[src/rtl/core/rsd_pkg.sv]
// ----------------------------------------------------------------------------
// rsd_pkg: shared types and constants of the rank select delete store
// Sizes, operation and status codes, sequencer states, step result struct.
// ----------------------------------------------------------------------------
`default_nettype none

package rsd_pkg;

  localparam int CAPACITY  = 1024;
  localparam int KEY_BITS  = 32;
  localparam int OUT_KEY_W = 32;
  localparam int LEVELS    = $clog2(CAPACITY);   // count tree depth
  localparam int LVL_W     = $clog2(LEVELS);
  localparam int CNT_W     = LEVELS + 1;          // holds 0..CAPACITY
  localparam int OP_W      = 2;
  localparam int ST_W      = 2;

  typedef enum logic [OP_W-1:0] {
    OP_APPEND = 2'd0,
    OP_SELECT = 2'd1,
    OP_DELETE = 2'd2,
    OP_CLEAR  = 2'd3
  } op_e;

  typedef enum logic [ST_W-1:0] {
    ST_OK    = 2'd0,
    ST_RANGE = 2'd1,
    ST_FULL  = 2'd2
  } status_e;

  typedef enum logic [1:0] {
    S_IDLE,
    S_WALK,
    S_KEY
  } state_e;

  // One level of the count tree walk
  typedef struct packed {
    logic              go_left;
    logic              cnt_we;
    logic [CNT_W-1:0]  cnt_wdata;
    logic [CNT_W-1:0]  rank_next;
    logic [LEVELS-1:0] path_next;
  } step_t;

endpackage

`default_nettype wire

[src/rtl/core/rsd_step.sv]
// ----------------------------------------------------------------------------
// rsd_step: one level of the count tree walk
// Picks the branch, forms the left count update and the remaining rank.
// ----------------------------------------------------------------------------
`default_nettype none

module rsd_step import rsd_pkg::*; (
  input  op_e               op_i,
  input  logic [LVL_W-1:0]  level_i,
  input  logic [LEVELS-1:0] path_i,
  input  logic [CNT_W-1:0]  rank_i,
  input  logic [CNT_W-1:0]  slots_i,
  input  logic [CNT_W-1:0]  rd_cnt_i,
  output step_t             step_o
);

  logic [LVL_W-1:0] bit_pos;
  logic             node_live;
  logic [CNT_W-1:0] left_cnt;
  logic             is_append;

  // path_i is the lowest slot under the node's left subtree; a node whose
  // left subtree lies wholly at or past the fill count holds stale data.
  assign bit_pos   = LVL_W'(LEVELS - 1) - level_i;
  assign node_live = CNT_W'(path_i) < slots_i;
  assign left_cnt  = node_live ? rd_cnt_i : '0;
  assign is_append = (op_i == OP_APPEND);

  always_comb begin
    step_o = '0;
    if (is_append) begin
      step_o.go_left = ~slots_i[bit_pos];
    end else begin
      step_o.go_left = (rank_i <= left_cnt);
    end
    step_o.cnt_we    = step_o.go_left && (is_append || (op_i == OP_DELETE));
    step_o.cnt_wdata = is_append ? left_cnt + CNT_W'(1) : left_cnt - CNT_W'(1);
    step_o.rank_next = (step_o.go_left || is_append) ? rank_i : rank_i - left_cnt;
    step_o.path_next = path_i;
    step_o.path_next[bit_pos] = ~step_o.go_left;
  end

endmodule

`default_nettype wire

[config.mk]
export PLATFORM = sky130hd
export DESIGN_NAME = rsd_step
export DESIGN_NICKNAME = d
export VERILOG_FILES = /design/src/rtl/core/rsd_pkg.sv /design/src/rtl/core/rsd_step.sv
export SDC_FILE = /design/constraint.sdc
export NUM_CORES = 1
export LEC_CHECK = 0
export BUFFER_PORTS_ARGS = -buffer_cell sky130_fd_sc_hd__buf_4
export CAP_MARGIN = 20
export CORE_ASPECT_RATIO = 0.7
export CORE_MARGIN = 4
export CORE_UTILIZATION = 26
export DETAILED_ROUTE_END_ITERATION = 12
export PLACE_DENSITY = 0.51
export REMOVE_ABC_BUFFERS = 1
export SYNTH_ARGS = -nofsm -noshare
export SYNTH_HDL_FRONTEND = slang
export SYNTH_SLANG_ARGS = --single-unit
[constraint.sdc]
create_clock -name vclk -period 7
set_clock_uncertainty 0.2 [all_clocks]
set_input_delay 1.4 -clock vclk [all_inputs]
set_output_delay 1.4 -clock vclk [all_outputs]
set_load 0.005 [all_outputs]
==> results.json <==
{
  "syn_inst": 256,
  "post_cts_buffers": 0,
  "cp_cell_sequence": "buf_4 -> ha_1 -> a21o_1 -> a31oi_1 -> o22a_1 -> and2_1 -> nand2_1 -> ha_1 -> nor2b_1 -> o21a_1 -> o21ai_1 -> nor3b_4 -> o2bb2ai_2 -> mux2_2 -> buf_4",
  "power.density_nw_per_um2": 115.1,
  "dieArea_um2": 8394,
  "finalWorstSetupSlack_ns": 0.5680,
  "postCtsHoldBufs": 0,
  "finalHoldViolCount": 0,
  "worstPathRequired_ns": 5.40,
  "layoutNonFillerInstCount": 427,
  "grt_use_met1_pct": 19.32,
  "fin_hold_ws_ns": 2.842,
  "final_nets": 416,
  "fp.dieH_um": 77.87,
  "hold_path.class": "input port to output port",
  "slew_headroom_pct": 58.27,
  "seq_area_um2": 0,
  "antenna_found_initial": 0,
  "pwr-share-comb_pct": 100.0,
  "ys_warn_count": 0,
  "status": "completed",
  "die_x_um": 107.8,
  "fill_cells": 754,
  "pre_cts_ws_ns": 0.5185,
  "final_core_util_pct": 37.22,
  "power_uw": 289.5,
  "viasPerCell": 4.714,
  "ant_nets": 0,
  "p_sw_uw": 142.6,
  "core_um2": 6756,
  "grt_use_met3_pct": 0.9144,
  "drv_cap": 0,
  "grt_pass1_vias": 2014,
  "grt_pass1_wl_um": 9377,
  "fin_setup_tns_ns": 0,
  "stdcell_area_um2": 2515,
  "routabilityCongestion": 0.8020,
  "n_clock_buffer": 0,
  "synth.largest_area_cell": "ha_1",
  "dp_hpwl_um": 5002,
  "critPathSlowestCell": "nor3b_4",
  "met2_usage_pct": 21.84,
  "seqPwrFrac_pct": 0,
  "ir_worst_vdd_uv": 51.63,
  "min_period_ns": 6.432,
  "synth_area_per_cell_um2": 7.082,
  "critical_path_class": "input port to output port",
  "min_period_over_period_pct": 91.89,
  "antenna_cells": 0,
  "drc": 0,
  "io_pins": 83,
  "seq_area_frac_synth_pct": 0,
  "cp_data_arrival_time_ns": 4.83,
  "setup_viol": 0,
  "drt_wl_total_um": 5716,
  "slowest_delay_ns": 0.44,
  "cp-start-kind": "input port",
  "cp_max_fo": 12,
  "ys_types": 49,
  "swShare_pct": 49.25,
  "wl_per_cell_um": 13.39,
  "dpl_cell_area_um2": 2515,
  "design.seq.count": 0,
  "dp_cells": 427,
  "synthToLayoutAreaGrowth_pct": 38.72,
  "start_util_pct": 26.83,
  "grt_overflow": 0,
  "whs_path_depth": 3,
  "grt_max_degree": 13,
  "p_int_uw": 146.9,
  "p_leak_nw": 1.278,
  "drive_above_1_share_pct": 30.63,
  "dr.pass1.iters": 4,
  "synth_area_leaders": "ha_1 21%, inv_1 6.4%, nand2_1 5.8%, xnor2_1 5.3%, a21oi_1 5.0%",
  "syn_area_um2": 1813,
  "num_rows": 25,
  "ctsResizeCount": 0,
  "p_clk_share_pct": 0,
  "vias": 2013,
  "busiest_layer": "met2",
  "drv_slew": 0,
  "synth_top_area_share_pct": 20.70,
  "grtUsageTotal_pct": 13.03,
  "synthTopCellsByCount": "31 x inv_1, 30 x ha_1, 28 x nand2_1",
  "drt_iter0_markers": 63,
  "port_buffers": 83,
  "tightest_slew_ns": 0.6230,
  "rsz0062_at_grt": "false",
  "fmax_mhz": 155.5,
  "synth.most_common_cell": "inv_1",
  "cp-end-kind": "output port"
}
-- kinds of logic after synthesis --
family	share of synthesized area, %
fa+ha+maj	22.91
xor+xnor	7.246
compound gates	22.78
simple gates	24.09
buf+inv	8.557
mux	14.42
-- critical path: cells and delay by family --
kind,cells,cell delay (ns)
and+or+nand+nor,4,1.05
buffers and inverters,2,0.25
muxes,1,0.33
AOI/OAI and AO/OA,6,1.21
adders and majority gates,2,0.59
-- cell usage in the layout (no fill, tap or decap), types with 5 or more instances in the layout --
cell,netlist,final
mux2_2,5,5
nor3_1,6,6
a21oi_1,18,18
nand3_1,6,6
o21ai_0,9,9
mux2_1,6,6
inv_1,31,31
a31oi_1,6,6
ha_1,30,30
nand2_1,28,28
buf_4,0,83
mux2_4,5,5
xnor2_1,11,11
nor2_1,22,22
-- layout make-up --
type	count	area (um^2)	share of cell area, %
multi-input cells	219	1658	65.92
repair buffers	83	623.1	24.78
well taps	94	117.6	4.677
inverters	31	116.4	4.627
-- metal layers --
metal / vias to the layer above / part of all wire, %
met5: - / 0
met4: 0 / 0
met3: 0 / 4.3
met2: 48 / 44
met1: 892 / 52
li1: 1073 / -
-- path summary, 6_finish.rpt --
kind      start          to
min     op_i[0]  step_o[32]
max   path_i[2]   step_o[7]
-- power groups by stage --
stage	combinational [mW]	clock (mW)	sequential (mW)
finish	0.289	0	0
floorplan	0.171	0	0
detailed placement	0.291	0	0
CTS	0.293	0	0
global route	0.323	0	0
global placement	0.292	0	0
(Power assumes the default switching activity.)
